===== src/sv/call_button_latch_cancel_assert.svh =====
// Assertion macros shared by the block's checking code.
`ifndef CALL_BUTTON_LATCH_CANCEL_ASSERT_SVH
`define CALL_BUTTON_LATCH_CANCEL_ASSERT_SVH

// Same-cycle implication, sampled on clk and disabled during reset.
`define CBLC_ASSERT_IMPL(label, ante, cons, msg) \
	label: assert property (@(posedge clk) disable iff (!arst_n) (ante) |-> (cons)) \
		else $error(msg);

// Next-cycle implication, sampled on clk and disabled during reset.
`define CBLC_ASSERT_NEXT(label, ante, cons, msg) \
	label: assert property (@(posedge clk) disable iff (!arst_n) (ante) |=> (cons)) \
		else $error(msg);

`endif


===== src/sv/cblc_pkg.sv =====
`default_nettype none
package cblc_pkg;
	localparam int MASK_W  = 16;
	localparam int INDEX_W = 5;
	localparam int COUNT_W = 6;
	localparam int SEG_W   = 7;

	localparam logic [COUNT_W-1:0] COUNT_MAX    = 6'd60;
	localparam logic [COUNT_W-1:0] LATCH_COUNT  = 6'd10;
	localparam logic [COUNT_W-1:0] RELEASE_STEP = 6'd2;
	localparam logic [COUNT_W-1:0] HOLD_RESET   = 6'd30;

	localparam logic REG_CANCEL_HOLD = 1'b0;

	typedef struct packed {
		logic [MASK_W-1:0]  pressed_mask;
		logic [INDEX_W-1:0] set_index;
		logic [INDEX_W-1:0] clear_index;
		logic [INDEX_W-1:0] blink_index;
		logic               running;
		logic               blink_phase;
		logic [SEG_W-1:0]   segment_code;
		logic [MASK_W-1:0]  lamp_mask;
		logic [MASK_W-1:0]  call_mask;
		logic [MASK_W-1:0]  cancel_mask;
	} cblc_item_t;
endpackage
`default_nettype wire


===== src/sv/cblc_cell.sv =====
`default_nettype none
module cblc_cell #(
	parameter int IDX = 0
) (
	input  wire                              clk,
	input  wire                              arst_n,
	input  wire                              take,
	input  wire [cblc_pkg::COUNT_W-1:0]      hold,
	input  cblc_pkg::cblc_item_t             item_in,
	output cblc_pkg::cblc_item_t             item_out
);
	logic [cblc_pkg::COUNT_W-1:0] count_q, count_d;
	logic call_q, call_d;
	logic prev_q, prev_d;
	logic armed_q, armed_d;
	logic req_q, req_d;
	logic lamp;
	logic pressed;
	cblc_pkg::cblc_item_t item_d;
	cblc_pkg::cblc_item_t item_q;

	assign pressed = item_in.pressed_mask[IDX];

	always_comb begin
		call_d  = call_q;
		prev_d  = prev_q;
		armed_d = armed_q;
		req_d   = req_q;
		count_d = count_q;
		if (item_in.set_index == cblc_pkg::INDEX_W'(IDX)) begin
			call_d  = 1'b1;
			armed_d = 1'b0;
			req_d   = 1'b0;
		end
		if (item_in.clear_index == cblc_pkg::INDEX_W'(IDX)) begin
			call_d  = 1'b0;
			armed_d = 1'b0;
			req_d   = 1'b0;
		end
		if (!call_d) begin
			armed_d = 1'b0;
			req_d   = 1'b0;
		end
		if (pressed) begin
			if (count_q < cblc_pkg::COUNT_MAX) begin
				count_d = count_q + cblc_pkg::COUNT_W'(1);
			end
			if (!call_d && !prev_q) begin
				if (count_d > cblc_pkg::LATCH_COUNT) begin
					call_d = 1'b1;
					prev_d = 1'b1;
				end
			end else if (!req_d && call_d && armed_d) begin
				if (count_d > hold) begin
					req_d = 1'b1;
				end
			end
		end else begin
			if (count_q > cblc_pkg::COUNT_W'(1)) begin
				count_d = count_q - cblc_pkg::RELEASE_STEP;
			end else begin
				if (call_d) begin
					armed_d = 1'b1;
				end
				prev_d = call_d;
			end
		end
		lamp = call_d;
		if (item_in.blink_index == cblc_pkg::INDEX_W'(IDX) && item_in.running) begin
			lamp = item_in.blink_phase;
		end
		item_d = item_in;
		item_d.lamp_mask[IDX]   = lamp;
		item_d.call_mask[IDX]   = call_d;
		item_d.cancel_mask[IDX] = req_d;
	end

	always_ff @(posedge clk or negedge arst_n) begin
		if (!arst_n) begin
			count_q <= '0;
			call_q  <= 1'b0;
			prev_q  <= 1'b0;
			armed_q <= 1'b0;
			req_q   <= 1'b0;
		end else if (take) begin
			count_q <= count_d;
			call_q  <= call_d;
			prev_q  <= prev_d;
			armed_q <= armed_d;
			req_q   <= req_d;
		end
	end

	always_ff @(posedge clk) begin
		if (take) begin
			item_q <= item_d;
		end
	end

	assign item_out = item_q;
endmodule
`default_nettype wire


===== src/sv/call_button_latch_cancel.sv =====
// Call button debounce, call latch and long-press cancel.
// Input channel s_*: one item per scan tick carrying the raw pressed states,
// the set, clear and blink button numbers, the run and blink flags and the
// segment pattern. Output channel m_*: one item per input item with the lamp,
// call and cancel masks and the segment lines, in input order.
// The buttons form a row of cells; cell i owns button i and an item walks the
// row one cell per cycle while the cell ahead has space, from the first cell's
// register to the last, and a new item is accepted every cycle unless the row is full.
// The last cell's register is the output register. When the receiver stalls,
// items keep moving until they queue up behind it; s_tready falls only once
// every cell holds an item, and rises again as soon as one moves on.
// The APB port holds cancel_hold_time at address 0; write it only while idle.
// Reset clears all button state and empties the row; cancel_hold_time
// returns to 30.
`default_nettype none
module call_button_latch_cancel #(
	parameter int BUTTONS = 16
) (
	input  wire         clk,
	input  wire         arst_n,
	input  wire         s_tvalid,
	output logic        s_tready,
	// pressed_mask[15:0], set_index[20:16], clear_index[25:21],
	// blink_index[30:26], running[31], blink_phase[32], segment_code[39:33]
	input  wire  [39:0] s_tdata,
	output logic        m_tvalid,
	input  wire         m_tready,
	// lamp_mask[15:0], call_mask[31:16], cancel_mask[47:32],
	// segment_lines[54:48], zero[55]
	output logic [55:0] m_tdata,
	input  wire         psel,
	input  wire         penable,
	input  wire         pwrite,
	input  wire  [2:0]  paddr,
	input  wire  [31:0] pwdata,
	output logic [31:0] prdata,
	output logic        pready
);
	logic [cblc_pkg::COUNT_W-1:0] hold_q;
	logic [BUTTONS-1:0] v_q;
	logic [BUTTONS-1:0] space;
	logic [BUTTONS-1:0] leave;
	logic [BUTTONS-1:0] take;
	cblc_pkg::cblc_item_t cell_in;
	cblc_pkg::cblc_item_t stage_item [BUTTONS];
	cblc_pkg::cblc_item_t out_item;

	assign pready = 1'b1;

	always_ff @(posedge clk or negedge arst_n) begin
		if (!arst_n) begin
			hold_q <= cblc_pkg::HOLD_RESET;
		end else if (psel && penable && pwrite && pready
				&& paddr[2] == cblc_pkg::REG_CANCEL_HOLD) begin
			hold_q <= pwdata[cblc_pkg::COUNT_W-1:0];
		end
	end

	always_comb begin
		prdata = '0;
		if (paddr[2] == cblc_pkg::REG_CANCEL_HOLD) begin
			prdata = {26'd0, hold_q};
		end
	end

	always_comb begin
		cell_in              = '0;
		cell_in.pressed_mask = s_tdata[15:0];
		cell_in.set_index    = s_tdata[20:16];
		cell_in.clear_index  = s_tdata[25:21];
		cell_in.blink_index  = s_tdata[30:26];
		cell_in.running      = s_tdata[31];
		cell_in.blink_phase  = s_tdata[32];
		cell_in.segment_code = s_tdata[39:33];
	end

	for (genvar i = 0; i < BUTTONS; i++) begin : g_row
		if (i == BUTTONS - 1) begin : g_last
			assign leave[i] = v_q[i] && m_tready;
		end else begin : g_mid
			assign leave[i] = v_q[i] && space[i+1];
		end
		assign space[i] = !v_q[i] || leave[i];

		if (i == 0) begin : g_first
			assign take[i] = s_tvalid && space[i];
			cblc_cell #(.IDX(i)) u_cell (
				.clk      (clk),
				.arst_n   (arst_n),
				.take     (take[i]),
				.hold     (hold_q),
				.item_in  (cell_in),
				.item_out (stage_item[i])
			);
		end else begin : g_next
			assign take[i] = v_q[i-1] && space[i];
			cblc_cell #(.IDX(i)) u_cell (
				.clk      (clk),
				.arst_n   (arst_n),
				.take     (take[i]),
				.hold     (hold_q),
				.item_in  (stage_item[i-1]),
				.item_out (stage_item[i])
			);
		end

		always_ff @(posedge clk or negedge arst_n) begin
			if (!arst_n) begin
				v_q[i] <= 1'b0;
			end else begin
				priority if (take[i]) begin
					v_q[i] <= 1'b1;
				end else if (leave[i]) begin
					v_q[i] <= 1'b0;
				end
			end
		end
	end

	assign out_item = stage_item[BUTTONS-1];
	assign s_tready = space[0];
	assign m_tvalid = v_q[BUTTONS-1];
	assign m_tdata  = {1'b0, out_item.segment_code, out_item.cancel_mask,
		out_item.call_mask, out_item.lamp_mask};

`include "call_button_latch_cancel_assert.svh"

	`CBLC_ASSERT_IMPL(a_empty_output_ready, !m_tvalid, s_tready, "row blocked with empty output")
	`CBLC_ASSERT_IMPL(a_cancel_needs_call, m_tvalid, (m_tdata[47:32] & ~m_tdata[31:16]) == 16'd0,
		"cancel request without a latched call")
	`CBLC_ASSERT_IMPL(a_unused_bits_zero, m_tvalid, (m_tdata[31:16] >> BUTTONS) == 16'd0,
		"call bit set beyond the last button")
	`CBLC_ASSERT_NEXT(a_hold_written,
		psel && penable && pwrite && pready && paddr[2] == cblc_pkg::REG_CANCEL_HOLD,
		hold_q == $past(pwdata[cblc_pkg::COUNT_W-1:0]), "cancel hold time not written")
endmodule
`default_nettype wire


===== config.mk =====
export PLATFORM = sky130hd
export DESIGN_NAME = call_button_latch_cancel
export DESIGN_NICKNAME = d
export VERILOG_FILES = /design/src/sv/cblc_pkg.sv /design/src/sv/cblc_cell.sv /design/src/sv/call_button_latch_cancel.sv
export VERILOG_INCLUDE_DIRS = /design/src /design/src/sv
export SDC_FILE = /design/constraint.sdc
export NUM_CORES = 1
export LEC_CHECK = 0
export ABC_AREA = 1
export BUFFER_PORTS_ARGS = -buffer_cell sky130_fd_sc_hd__buf_2
export CAP_MARGIN = 20
export CELL_PAD_IN_SITES_DETAIL_PLACEMENT = 0
export CELL_PAD_IN_SITES_GLOBAL_PLACEMENT = 2
export CORE_MARGIN = 5
export CORE_UTILIZATION = 36
export CTS_BUF_LIST = sky130_fd_sc_hd__clkbuf_4 sky130_fd_sc_hd__clkbuf_8
export CTS_CLUSTER_DIAMETER = 100
export DETAILED_ROUTE_END_ITERATION = 12
export PLACE_DENSITY = 0.75
export SYNTH_ARGS = -nofsm -noshare
export SYNTH_HDL_FRONTEND = slang
export SYNTH_SLANG_ARGS = --single-unit

===== constraint.sdc =====
create_clock -name clk -period 5.8 [get_ports clk]
set_input_delay 0.29 -clock clk [delete_from_list [all_inputs] [get_ports clk]]
set_output_delay 0.29 -clock clk [all_outputs]
set_load 0.01 [all_outputs]

==> results of run 1 <==
## metal layers
metal  share of wire  routed length (um)  vias to the layer above  GRT usage
li1                -                   -                    12000          -
met1            0.45               36900                    11200      0.169
met2            0.50               40700                      318      0.226
met3           0.035                2900                      121     0.0279
met4           0.020                1650                        0     0.0409
met5               0                   0                        -          0
## path summary, 6_finish.rpt
kind | endpoint | slack, ps | cells after the start
setup / recovery | g_row[0].g_first.u_cell.count_q[0]$_DFFE_PN0P_ | 2330 | 11
hold / removal | g_row[14].g_next.u_cell.count_q[3]$_DFFE_PN0P_ | 140 | 2
setup reg to reg | g_row[0].g_first.u_cell.count_q[0]$_DFFE_PN0P_ | 2330 | 11
hold reg to reg | g_row[4].g_next.u_cell.item_out[83]$_DFFE_PP_ | 380 | 0
max in group asynchronous | g_row[4].g_next.u_cell.count_q[0]$_DFFE_PN0P_ | 4490 | 3
min in group clk | g_row[0].g_first.u_cell.item_out[74]$_DFFE_PP_ | 180 | 2
## report_power, final
group	switching [mW]	leakage (nW)	internal (mW)	total, mW
Sequential	0.894	11.0	10.7	11.5
Clock	2.95	1.95	3.94	6.89
Combinational	3.69	6.86	1.79	5.48
Total	7.53	19.8	16.4	23.9
## per-stage QoR
step | power [mW] | area, um2 | setup slack, ps
2_1_floorplan | 15.4 | 42900 | 1100
3_3_place_gp | 17.2 | 45300 | 2560
3_5_place_dp | 17.2 | 45300 | 2510
4_1_cts | 24.3 | 49700 | 2240
5_1_grt | 25.7 | 49700 | 2140
6_report | 23.9 | 49700 | 2330
## area by class of cell
type,count,area [um2],share of cell area
Multi-Input combinational cell,1706,9790,0.197
Sequential cell,1077,31400,0.633
Timing Repair Buffer,196,1370,0.0275
Tap cell,1536,1920,0.0387
Clock buffer,241,2940,0.0592
Clock inverter,81,802,0.0161
Antenna cell,1,2.50,0.0000504
Inverter,378,1420,0.0286
## cell usage after synthesis (19+ instances only)
cell / number / area share
sky130_fd_sc_hd__edfxtp_1: 895 / 0.63
sky130_fd_sc_hd__nand2_1: 491 / 0.043
sky130_fd_sc_hd__inv_1: 365 / 0.032
sky130_fd_sc_hd__nor2_1: 242 / 0.021
sky130_fd_sc_hd__o21ai_0: 225 / 0.026
sky130_fd_sc_hd__dfrtp_1: 178 / 0.10
sky130_fd_sc_hd__ha_1: 176 / 0.051
sky130_fd_sc_hd__a21oi_1: 105 / 0.012
sky130_fd_sc_hd__nand3_1: 74 / 0.0087
sky130_fd_sc_hd__a31oi_1: 49 / 0.0072
sky130_fd_sc_hd__xor2_1: 48 / 0.0098
sky130_fd_sc_hd__o211ai_1: 42 / 0.0074
sky130_fd_sc_hd__nand4_1: 34 / 0.0050
sky130_fd_sc_hd__nor4_1: 32 / 0.0047
sky130_fd_sc_hd__buf_4: 28 / 0.0049
sky130_fd_sc_hd__nor3_1: 23 / 0.0027
sky130_fd_sc_hd__clkbuf_1: 19 / 0.0017
## registers in the layout, indices dropped and copies added, names as in the netlist
register                       flops
g_row.g_first.u_cell.armed_q       1
g_row.g_first.u_cell.count_q       6
hold_q                             6
g_row.g_next.u_cell.req_q         15
g_row.g_next.u_cell.count_q       90
g_row.g_next.u_cell.call_q        15
m_tvalid                           1
g_row.g_first.u_cell.call_q        1
g_row.g_next.u_cell.armed_q       15
g_row.g_next.u_cell.prev_q        15
v_q                               15
g_row.g_first.u_cell.req_q         1
g_row.g_first.u_cell.item_out     42
g_row.g_next.u_cell.item_out     853
g_row.g_first.u_cell.prev_q        1
## logic make-up after synthesis
kind of cell	share of synthesized area
other	0.000175
XOR/XNOR	0.00982
adder cells (fa/ha/maj)	0.0514
buffers and inverters	0.0400
AND/OR/NAND/NOR	0.0952
multiplexers	0.00146
flip-flops	0.734
AO/OA/AOI/OAI	0.0674
==> results.txt, run 1 <==
In the final layout, the share of cells above drive strength 1 is 0.128. The signal on the critical path passes through nand4_4, nor3_4, nand4_2, nor2_4, nand4_4, nor2_4, nand4_4, nand4_1, dlygate4sd3_1, nand2_1, dlygate4sd3_1. The number of enable-type register cells in the synthesized netlist is 895. In the synthesized netlist the async set-or-reset flop fraction comes to 0.169. The HPWL after detailed placement came out at 53300 um. Hold is met by 137 ps. The placer's final routability congestion estimate came out at 0.780. In the synthesized netlist, the number of instances is 3183. The startpoint identified for the worst register-to-register timing path is m_tvalid$_DFFE_PN0P_. For this run, the register share of the synthesized area comes to 0.734. The mean number of vias per cell came out at 4.53. The reported leakage power is 19.8 nW.

The slew of the pin with the lowest slew margin came out at 1040 ps. Of the available clock period, the critical path in the final layout requires 0.598. The TritonCTS buffer count came out at 174.

The area growth from synthesis to layout is 16.1%. The share of the core filled with cells in the final layout is 0.421. The tool flagged a number of max-cap violations equal to 0. The post-CTS setup repair buffer count came out at 0.

Each instance of the synthesized netlist takes up on average 13.4 um2. Clock-pin slew was measured on the worst setup and hold paths at 60 ps. The total number of yosys warnings came out at 0. The number of fill cells came out at 10800. The final route contains 23600 vias.

Gates resized during post-CTS repair numbered 0. The number of clock sinks seen by CTS came out at 1077. The largest stage delay on the critical path came out at 560 ps. After global routing the overflow that remains totals 0. The critical path data arrival time is 4170 ps.

The maximum clock path buffer count is 3. The min-delay analysis places its worst path in the category primary input to async pin. The number of different library cells in the post-synthesis netlist is 51. The number of global-route vias before repair is 24000. The final net count is 3791. In this run the standard cell core region covers 118000 um2. The filler-free cell count of the finished design came out at 5216. The largest individual stage delay along the critical path comes from the cell sky130_fd_sc_hd__dlygate4sd3_1. The H-tree level count is 4. The synthesized netlist occupies a cell area of 42800 um2. The setup path with the least slack is of type register to register. The worst setup path is launched from a register. The placed cell count came out at 4831. In the synthesized netlist the dominant register cell turns out to be sky130_fd_sc_hd__edfxtp_1. The peak clock frequency supported by timing is 288 MHz. The buffering stage count on the worst path with inverters included came out at 2. The row count is 126. The power per standard cell area came out at 481 nW/um2. The overall routing resource usage is 0.132.

The routed wire length is 82100 um. During placement, the flow inserted port buffers numbering 116. The cts-stage hold buffer count came out at 61. The launch point of the worst path is m_tvalid$_DFFE_PN0P_. The data required time at the worst endpoint came out at 6500 ps. The worst clock skew came out at 63.9 ps.

The number of hold violations in the final report is 0. The worst vdd rail ir drop is 0.000313 V. In the final timing run, aggregate negative setup slack is 0 ps. Setup repair after global routing left no endpoint under its margin.

The post-route DRC violation count came out at 0. Dividing the detail-routed wire length by the instance count gives 15.7 um. The die height came out at 355 um.

The maximum number of pins on one net before global-route repair came out at 99. The final antenna-violating net count came out at 0. Broken down by cell family, the worst path's largest delay share belongs to simple AND/OR/NAND/NOR gates.

The run finished with clean final reports. The top cell types in the final layout, fill and taps aside, are 895 x sky130_fd_sc_hd__edfxtp_1, 491 x sky130_fd_sc_hd__nand2_1, 355 x sky130_fd_sc_hd__inv_1, 239 x sky130_fd_sc_hd__nor2_1, 225 x sky130_fd_sc_hd__o21ai_0. The total iterations of the first detailed-routing run is 5. The largest fanout on the critical path is 15. The number of max-slew violations in the final report came out at 0. In this run the clock root is driven by a sky130_fd_sc_hd__clkbuf_8. The initial antenna violation count is 1. The later pin in the worst-skew pair is clocked with a latency of 820 ps. The critical path capture point type is a register.

Leaving out fill and tap cells, the most frequent cell in the layout is sky130_fd_sc_hd__edfxtp_1. The die width is 355 um. In this design, the critical path's most frequently occurring cell is sky130_fd_sc_hd__nand4_4. The post-synthesis sequential element count came out at 1077. The number of ports placed on the die boundary came out at 173.

The initial cell density of the core is 0.362. TritonCTS built the clock tree. The global-route wire length before repair is 132000 um. The number of DRC markers after the initial detailed-route iteration came out at 1111.

Setup violations remaining at the end of the flow were counted as 0. The worst max-slew margin expressed relative to the limit is 0.306. The full die area came out at 126000 um2. The shortest clock period the worst path allows after layout is 3470 ps.
(Power assumes the default switching activity.)
==> run 2, diff against run 1 <==
--- a/config.mk
+++ b/config.mk
@@ -6,7 +6,7 @@
 export SDC_FILE = /design/constraint.sdc
 export NUM_CORES = 1
 export LEC_CHECK = 0
-export ABC_AREA = 1
+export ABC_AREA = 0
 export BUFFER_PORTS_ARGS = -buffer_cell sky130_fd_sc_hd__buf_2
 export CAP_MARGIN = 20
 export CELL_PAD_IN_SITES_DETAIL_PLACEMENT = 0
@@ -16,7 +16,7 @@
 export CTS_BUF_LIST = sky130_fd_sc_hd__clkbuf_4 sky130_fd_sc_hd__clkbuf_8
 export CTS_CLUSTER_DIAMETER = 100
 export DETAILED_ROUTE_END_ITERATION = 12
-export PLACE_DENSITY = 0.75
+export PLACE_DENSITY = 0.73
 export SYNTH_ARGS = -nofsm -noshare
 export SYNTH_HDL_FRONTEND = slang
 export SYNTH_SLANG_ARGS = --single-unit
==> constraint.sdc (replaced) <==
create_clock -name clk -period 3.6 [get_ports clk]
set_input_delay 0.18 -clock clk [delete_from_list [all_inputs] [get_ports clk]]
set_output_delay 0.18 -clock clk [all_outputs]
set_load 0.01 [all_outputs]
==> run 2 against run 1 <==
Against the previous run: sequential share of layout area decreased by 0.68 points; register-to-register slack worse by 1700 ps; hold slack worse by 36 ps; total power is 65% higher; clock skew fell by 29 ps; global-route usage rose by 0.26 points; non-clock buffer count is 42 higher; synthesized cell count shrank 10%; clock-buffer cell count shrank 7.
==> results.txt, run 2 <==
The worst vdd rail ir drop is 0.000343 V (+9.4%). The peak clock frequency supported by timing came out at 313 MHz. The most used routing layer is met2. Of all cell types, the one taking the most synthesized area is sky130_fd_sc_hd__edfxtp_1.

The core footprint is 120000 um2 (+1.6%). The routed wire length came out at 85100 um (+3.6%). The post-synthesis sequential element count came out at 1077 (unchanged). The fraction of met1 tracks used by global routing is 0.170 (+0.00118). The slowest stage of the critical path is the sky130_fd_sc_hd__or4_1 cell.

The sequential cell area in the final layout was 31400 um2 (unchanged). The critical path starts at v_q[12]$_DFFE_PN0P_. Setup repair after global routing left no endpoint under its margin. The clock latency of the later-clocked register in the worst-skew pair is 820 ps (about the same). The number of different library cells in the post-synthesis netlist came out at 89 (+75%). The maximum clock path buffer count is 3 (unchanged).

The largest stage delay on the critical path is 790 ps (+230 ps). The number of max-slew violations in the final report came to 0 (unchanged). The number of port buffers is 116 (unchanged).

The fraction of synthesized cell area taken by the top area cell type is 0.618 (-0.00972). The initial antenna violation count is 2 (+1). The type of the most critical hold path is primary input to register. The endpoint of the worst-slack reg-to-reg timing path is g_row[2].g_next.u_cell.item_out[2]$_DFFE_PP_.

Sorting the synthesized cells by how often they occur yields 895 x sky130_fd_sc_hd__edfxtp_1, 178 x sky130_fd_sc_hd__dfrtp_1, 176 x sky130_fd_sc_hd__ha_1, 127 x sky130_fd_sc_hd__nor2_1, 125 x sky130_fd_sc_hd__nand2_1. The wire length per cell after detailed routing was 17.3 um (+10%). The number of DRC markers after the initial detailed-route iteration came out at 1526 (+37%).

The data required time at the worst endpoint is 3420 ps (-3080 ps). The critical path data arrival time is 3010 ps (-1160 ps). In the layout the commonest cells are 895 x sky130_fd_sc_hd__edfxtp_1, 183 x sky130_fd_sc_hd__clkbuf_8, 178 x sky130_fd_sc_hd__dfrtp_1, 176 x sky130_fd_sc_hd__ha_1, 127 x sky130_fd_sc_hd__nor2_1. The global route total overflow came to 0 (unchanged). The worst clock skew came out at 34.4 ps (-29.5 ps). The placer's final routability congestion estimate is 0.813 (+4.1%).

The maximum number of pins on one net before global-route repair came out at 69 (-30%). The number of setup violations in the final report was 0 (unchanged). The count of cells along the worst register-to-register path is 9 (-2). The worst register-to-register path begins at g_row[2].g_next.u_cell.count_q[0]$_DFFE_PN0P_.

The HPWL after detailed placement is 57800 um (+8.4%). The full die area came out at 128000 um2 (+1.5%). The largest fanout on the critical path came out at 9 (-6). The H-tree level count is 4 (unchanged). The number of clock sinks seen by CTS came out at 1077 (unchanged).

The flip-flop count of the largest register, all copies and words added is 853 (unchanged). The final antenna-violating net count came out at 0 (unchanged). The final net count came out at 3422 (-9.7%). The filler-free cell count of the finished design is 4911 (-5.8%). The total number of yosys warnings is 0 (unchanged). The synthesized instance count came out at 2855 (-10%). The share of synthesized flip-flops with an asynchronous set or reset came to 0.169 (unchanged). The worst setup margin is 406 ps (-1930 ps). By instance count, the leading cell after synthesis is sky130_fd_sc_hd__edfxtp_1. The number of fill cells came out at 10700 (-1.1%). The slack of the worst reg-to-reg path came out at 660 ps (-1670 ps). The max capacitance violation total came out at 0 (unchanged).

On the critical path the largest part of the delay comes from simple AND/OR/NAND/NOR gates. The critical path is of the register to output pin type. The met3 demand-to-capacity share in global routing was 0.0277 (-0.000162).

The buffering stage count on the worst path with inverters included came to 2 (unchanged). Walking the worst path, the cells encountered are inv_1, or4_1, nor3_1, nand2_1, buf_2. The worst slack at placement is 728 ps (-1780 ps). The power per standard cell area came out at 787 nW/um2 (+64%). The synthesized area divided by synthesized cell count came to 15.2 um2 (+13%). After layout, the minimum clock period comes to 3190 ps.

In the synthesized netlist the dominant register cell turns out to be sky130_fd_sc_hd__edfxtp_1. STA classifies the critical path endpoint as an output pin. The reported leakage power came out at 18.7 nW (-5.8%). The global routing met2 resource utilization came to 0.228 (+0.00231). The number of global-route vias before repair is 24400 (+2.0%).

The initial cell density of the core came out at 0.362 (about the same). The capture point of the worst path is s_tready. Leaving out fill and tap cells, the most frequent cell in the layout is sky130_fd_sc_hd__edfxtp_1. The die height is 358 um (+0.76%). The number of hold violations in the final report is 0 (unchanged). The row count is 127 (+0.79%). The placed cell count came out at 4526 (-6.3%). The worst setup path is launched from a register. The TritonCTS buffer count was 172 (-1.1%).

The depth of the critical timing path with buffers and inverters included came to 5 (-6). The final clock period utilization by the worst path came out at 0.887. The post-route setup TNS came out at 0 ps (unchanged).

The fraction of layout instances using a drive strength above 1 was 0.165 (+0.0369). The number of ports placed on the die boundary is 173 (unchanged). The total iterations of the first detailed-routing run came out at 6 (+1). The worst-case hold slack came out at 100 ps (-36.3 ps). The global-route wire length before repair is 136000 um (+3.4%). The number of enable-type register cells in the synthesized netlist is 895 (unchanged). TritonCTS built the clock tree. The mean number of vias per cell is 4.89 (+7.8%).

The layout-stage area growth over the synthesis result came out at 15.5%. The flow ran to the end, and the final reports show no timing, DRC or antenna violations. Sorting the synthesized cells by area gives the leading types as sky130_fd_sc_hd__edfxtp_1 62%, sky130_fd_sc_hd__dfrtp_1 10%, sky130_fd_sc_hd__ha_1 5.1%. The overall via count from detail_route was 24000 (+1.5%). The netlist area before placement is 43500 um2 (+1.6%).

The die width came out at 358 um (+0.76%). The slew of the pin with the lowest slew margin came out at 942 ps (-97.9 ps). The post-route DRC violation count is 0 (unchanged). The overall routing resource usage is 0.134 (+0.00257). The area of the multi-input gates came to 11100 um2 (+13%). The root buffer cell chosen for the clock tree is sky130_fd_sc_hd__clkbuf_8. The part of the Yosys area used for sequential elements came to 0.723 (-0.0114). The clock-pin slew on the worst setup and hold paths came out at 60 ps (about the same).

The worst max-slew margin expressed relative to the limit came out at 0.366 (+0.0605).
[run 2: layer usage]
layer,routed length (um),vias up
met5,0,-
met4,2750,0
met3,3540,169
met2,41800,522
met1,37000,11700
li1,-,11600
[run 2: worst min-delay path by stage]
stage                                                          end  cells after the start         from  slack (ps)
floorplan              g_row[0].g_first.u_cell.armed_q$_DFFE_PN0P_                      0       arst_n        -120
global placement     g_row[8].g_next.u_cell.count_q[0]$_DFFE_PN0P_                      1       arst_n         350
detailed placement  g_row[14].g_next.u_cell.count_q[2]$_DFFE_PN0P_                      1       arst_n         320
CTS                 g_row[0].g_first.u_cell.item_out[71]$_DFFE_PP_                      2  s_tdata[20]         0.9
global route        g_row[0].g_first.u_cell.item_out[48]$_DFFE_PP_                      2  s_tdata[33]          30
finish              g_row[0].g_first.u_cell.item_out[50]$_DFFE_PP_                      2  s_tdata[35]         100
[run 2: per-stage QoR]
stage / power, mW / cell area, um2 / utilization
global route: 42.3 / 50200 / 0.419
CTS: 40.1 / 50200 / 0.418
finish: 39.5 / 50200 / 0.419
global placement: 29.1 / 46000 / 0.384
detailed placement: 29.6 / 46000 / 0.384
floorplan: 26.3 / 43600 / -
[run 2: final cells by class]
type,count,area share
sequential,1077,0.626
multi-input combinational,1554,0.221
clock buffer,234,0.0577
tap,1612,0.0402
timing repair buffer,238,0.0359
clock inverter,74,0.0100
inverter,121,0.00912
antenna,1,0.0000498
[run 2: timing repair]
item / CTS / global route
hold buffers: 74 / 0
buffers inserted: 0 / 0
resized for setup: 0 / 0
endpoints found under the hold margin: 153 / 0
[run 2: logic make-up after synthesis]
group	synth area share
buf+inv	0.0243
simple gates	0.0907
mux	0.0227
flops	0.723
other cells	0.000173
xor+xnor	0.00806
fa+ha+maj	0.0507
compound gates	0.0804
[run 2: power by group]
group | internal (mW) | switching (mW) | leakage, nW
clock | 5.42 | 4.69 | 1.79
sequential | 17.1 | 2.31 | 10.8
combinational | 4.12 | 5.84 | 6.05
total | 26.7 | 12.8 | 18.7
==> run 3, diff against run 2 <==
--- a/config.mk
+++ b/config.mk
@@ -8,7 +8,6 @@
 export LEC_CHECK = 0
 export ABC_AREA = 0
 export BUFFER_PORTS_ARGS = -buffer_cell sky130_fd_sc_hd__buf_2
-export CAP_MARGIN = 20
 export CELL_PAD_IN_SITES_DETAIL_PLACEMENT = 0
 export CELL_PAD_IN_SITES_GLOBAL_PLACEMENT = 2
 export CORE_MARGIN = 5
@@ -16,6 +15,7 @@
 export CTS_BUF_LIST = sky130_fd_sc_hd__clkbuf_4 sky130_fd_sc_hd__clkbuf_8
 export CTS_CLUSTER_DIAMETER = 100
 export DETAILED_ROUTE_END_ITERATION = 12
+export MAX_ROUTING_LAYER = met4
 export PLACE_DENSITY = 0.73
 export SYNTH_ARGS = -nofsm -noshare
 export SYNTH_HDL_FRONTEND = slang
==> run 3 against run 2 <==
Against the previous run: largest cell class unchanged; clock-buffer cell count unchanged; core utilization decreased by 0.055 points; critical endpoint unchanged; cell count decreased by 0.10%; wire length increased by 0.59%; hold slack improved by 2.7 ps; first-iteration DRC count decreased by 8.4%; clock power about the same; setup slack got worse by 13 ps.
==> results.txt, run 3 (synthesis gave the netlist of run 2 again) <==
The HPWL after detailed placement is 58100 um (+0.66%). The worst clock skew came out at 32.0 ps (-2.37 ps). The endpoint of the worst-slack reg-to-reg timing path is g_row[4].g_next.u_cell.item_out[54]$_DFFE_PP_. The routed wire length is 85600 um (+0.59%). The global route total overflow came out at 0 (unchanged). The maximum clock path buffer count came out at 3 (unchanged). The peak clock frequency supported by timing came out at 312 MHz (-0.41%). The power per standard cell area came out at 792 nW/um2 (+0.66%). The clock network fraction of design power is 0.261 (+0.005). The worst vdd rail ir drop is 0.000335 V (-2.4%). The final net count came out at 3405 (-0.50%). The clock latency of the later-clocked register in the worst-skew pair came to 800 ps (-20 ps).

The final clock period utilization by the worst path is 0.891 (+0.00366). The post-CTS setup repair buffer count is 0 (unchanged). The critical path is of the register to output pin type. The slew of the pin with the lowest slew margin is 1140 ps (+196 ps). The maximum number of pins on one net before global-route repair came out at 93 (+35%). The switching power share of the total is 0.323 (-0.00141). The full die area was 128000 um2 (unchanged).

The cell area after placement came out at 46000 um2 (about the same). The sink of the worst hold path is g_row[0].g_first.u_cell.item_out[69]$_DFFE_PP_. The shortest clock period the worst path allows after layout is 3210 ps (+13.2 ps). The worst register-to-register path begins at v_q[12]$_DFFE_PN0P_. The startpoint identified for the worst hold timing path is s_tdata[18]. The depth of the worst hold-timing path came to 2 (unchanged).

The die width was 358 um (unchanged). The combinational cell fraction of total power was 0.249 (-0.003). Setup repair after global routing left no endpoint under its margin. The TritonCTS buffer count is 172 (unchanged). The tree is rooted in a sky130_fd_sc_hd__clkbuf_8.

The number of setup violations in the final report came to 0 (unchanged). The reported leakage power is 18.6 nW (-0.20%). The overall via count from detail_route is 24100 (+0.26%). The global-route wire length before repair came out at 137000 um (+0.56%). The number of max-slew violations in the final report is 0 (unchanged). The library cell used most frequently in the layout, excluding fill and tap cells, is sky130_fd_sc_hd__edfxtp_1. The largest fanout on the critical path is 9 (unchanged). STA classifies the critical path startpoint as a register.

The number of DRC markers after the initial detailed-route iteration is 1398 (-8.4%). The count of cells along the worst register-to-register path came out at 5 (-4). The area of all placed cells without fillers is 50100 um2 (-0.13%). The initial cell density of the core came out at 0.362 (unchanged).

The wire length per cell after detailed routing came out at 17.4 um (+0.69%). The final antenna-violating net count is 0 (unchanged). The TritonCTS clock tree is built. The core footprint came out at 120000 um2 (unchanged). The layout-stage area growth over the synthesis result came out at 15.3%.

The number of hold violations in the final report was 0 (unchanged). The internal cell power came to 26.9 mW (+0.74%). The type of the most critical hold path is primary input to register. The total iterations of the first detailed-routing run came out at 5 (-1). The initial antenna violation count came out at 1 (-1).

The net switching power of the design came out at 12.8 mW (about the same). The total power after layout is 39.7 mW (+0.53%). The die height is 358 um (unchanged). The overall routing resource usage is 0.139 (+0.00446). The H-tree level count is 4 (unchanged).

The data required time at the worst endpoint came to 3420 ps (about the same). The clock-pin slew on the worst setup and hold paths was 60 ps (about the same). The flip-flop count of the largest register, all copies and words added came out at 853 (unchanged). The run finished with clean final reports. The portion of total power attributed to sequential cells is 0.490 (-0.002). The worst-case hold slack was 103 ps (+2.68 ps). The library cells used most frequently in the layout, excluding fill and tap cells, are 895 x sky130_fd_sc_hd__edfxtp_1, 183 x sky130_fd_sc_hd__clkbuf_8, 178 x sky130_fd_sc_hd__dfrtp_1, 176 x sky130_fd_sc_hd__ha_1, 127 x sky130_fd_sc_hd__nor2_1. The critical path capture point type is an output pin. The worst max-slew margin expressed relative to the limit is 0.241 (-0.125). The slack of the worst reg-to-reg path is 630 ps (-30 ps).

The post-route setup TNS is 0 ps (unchanged). The placer's final routability congestion estimate is 0.813 (about the same). The mean number of vias per cell was 4.90 (+0.36%). The row count is 127 (unchanged). The fraction of layout instances using a drive strength above 1 is 0.164 (-0.00122).

The number of ports placed on the die boundary is 173 (unchanged). The number of clock sinks seen by CTS is 1077 (unchanged). The critical path data arrival time is 3030 ps (+20 ps). The post-route DRC violation count was 0 (unchanged). The max capacitance violation total is 0 (unchanged). The number of global-route vias before repair is 24700 (+1.1%). The number of port buffers is 116 (unchanged).
-- run 3: changes by cell type in the layout (fill, tap and decap cells not counted), sizes merged --
cell / change
inv: +1
bufinv: +3
clkinv: +7
dlygate4sd3: -11
diode: +1
buf: -6
-- run 3: cell type report --
class / count / area, um2
Multi-Input combinational cell: 1554 / 11100
Tap cell: 1612 / 2020
Antenna cell: 2 / 5.00
Timing Repair Buffer: 221 / 1620
Clock inverter: 85 / 614
Inverter: 121 / 458
Clock buffer: 234 / 2900
Fill cell: 10800 / 69800
Sequential cell: 1077 / 31400
-- run 3: metal layers --
layer	GRT usage	part of all wire	vias up
li1	-	-	11600
met3	0.0273	0.039	167
met1	0.170	0.43	11800
met5	-	0	-
met2	0.233	0.51	493
met4	0.0447	0.024	0
-- run 3: critical path, stage by stage (launching register included) --
cell and delay, ps:
sky130_fd_sc_hd__dfrtp_1 540, sky130_fd_sc_hd__inv_1 230, sky130_fd_sc_hd__or4_1 780, sky130_fd_sc_hd__nor3_1 350, sky130_fd_sc_hd__nand2_1 140, sky130_fd_sc_hd__buf_2 190
-- run 3: how the worst max path moves through the flow --
stage / start / to / cells after the start
floorplan: m_tvalid$_DFFE_PN0P_ / g_row[7].g_next.u_cell.count_q[4]$_DFFE_PN0P_ / 8
global placement: g_row[2].g_next.u_cell.count_q[0]$_DFFE_PN0P_ / g_row[2].g_next.u_cell.item_out[2]$_DFFE_PP_ / 9
detailed placement: v_q[12]$_DFFE_PN0P_ / g_row[4].g_next.u_cell.item_out[54]$_DFFE_PP_ / 5
CTS: v_q[12]$_DFFE_PN0P_ / s_tready / 5
global route: v_q[12]$_DFFE_PN0P_ / s_tready / 5
finish: v_q[12]$_DFFE_PN0P_ / s_tready / 5
-- run 3: per-stage QoR --
step                cells  setup slack (ps)   util
floorplan            2881               193      -
global placement     4523               607  0.384
detailed placement   4523               682  0.384
CTS                  4904               313  0.418
global route         4906               230  0.418
finish               4906               393  0.418
-- run 3: power by group through the flow --
stage | logic, mW | registers, mW | clock network (mW)
after CTS | 10.0 | 19.5 | 10.8
after global routing | 11.2 | 19.9 | 11.4
after floorplan | 8.02 | 18.3 | 0
after global placement | 9.55 | 19.6 | 0
after detailed placement | 9.91 | 19.7 | 0
final | 9.88 | 19.5 | 10.4
-- run 3: repair_timing --
| item | CTS | global route |
|---|---|---|
| endpoints found under the hold margin | 162 | 0 |
| setup endpoints to repair | 0 | 0 |
| hold buffers | 62 | 0 |
| gates resized for setup | 0 | 0 |
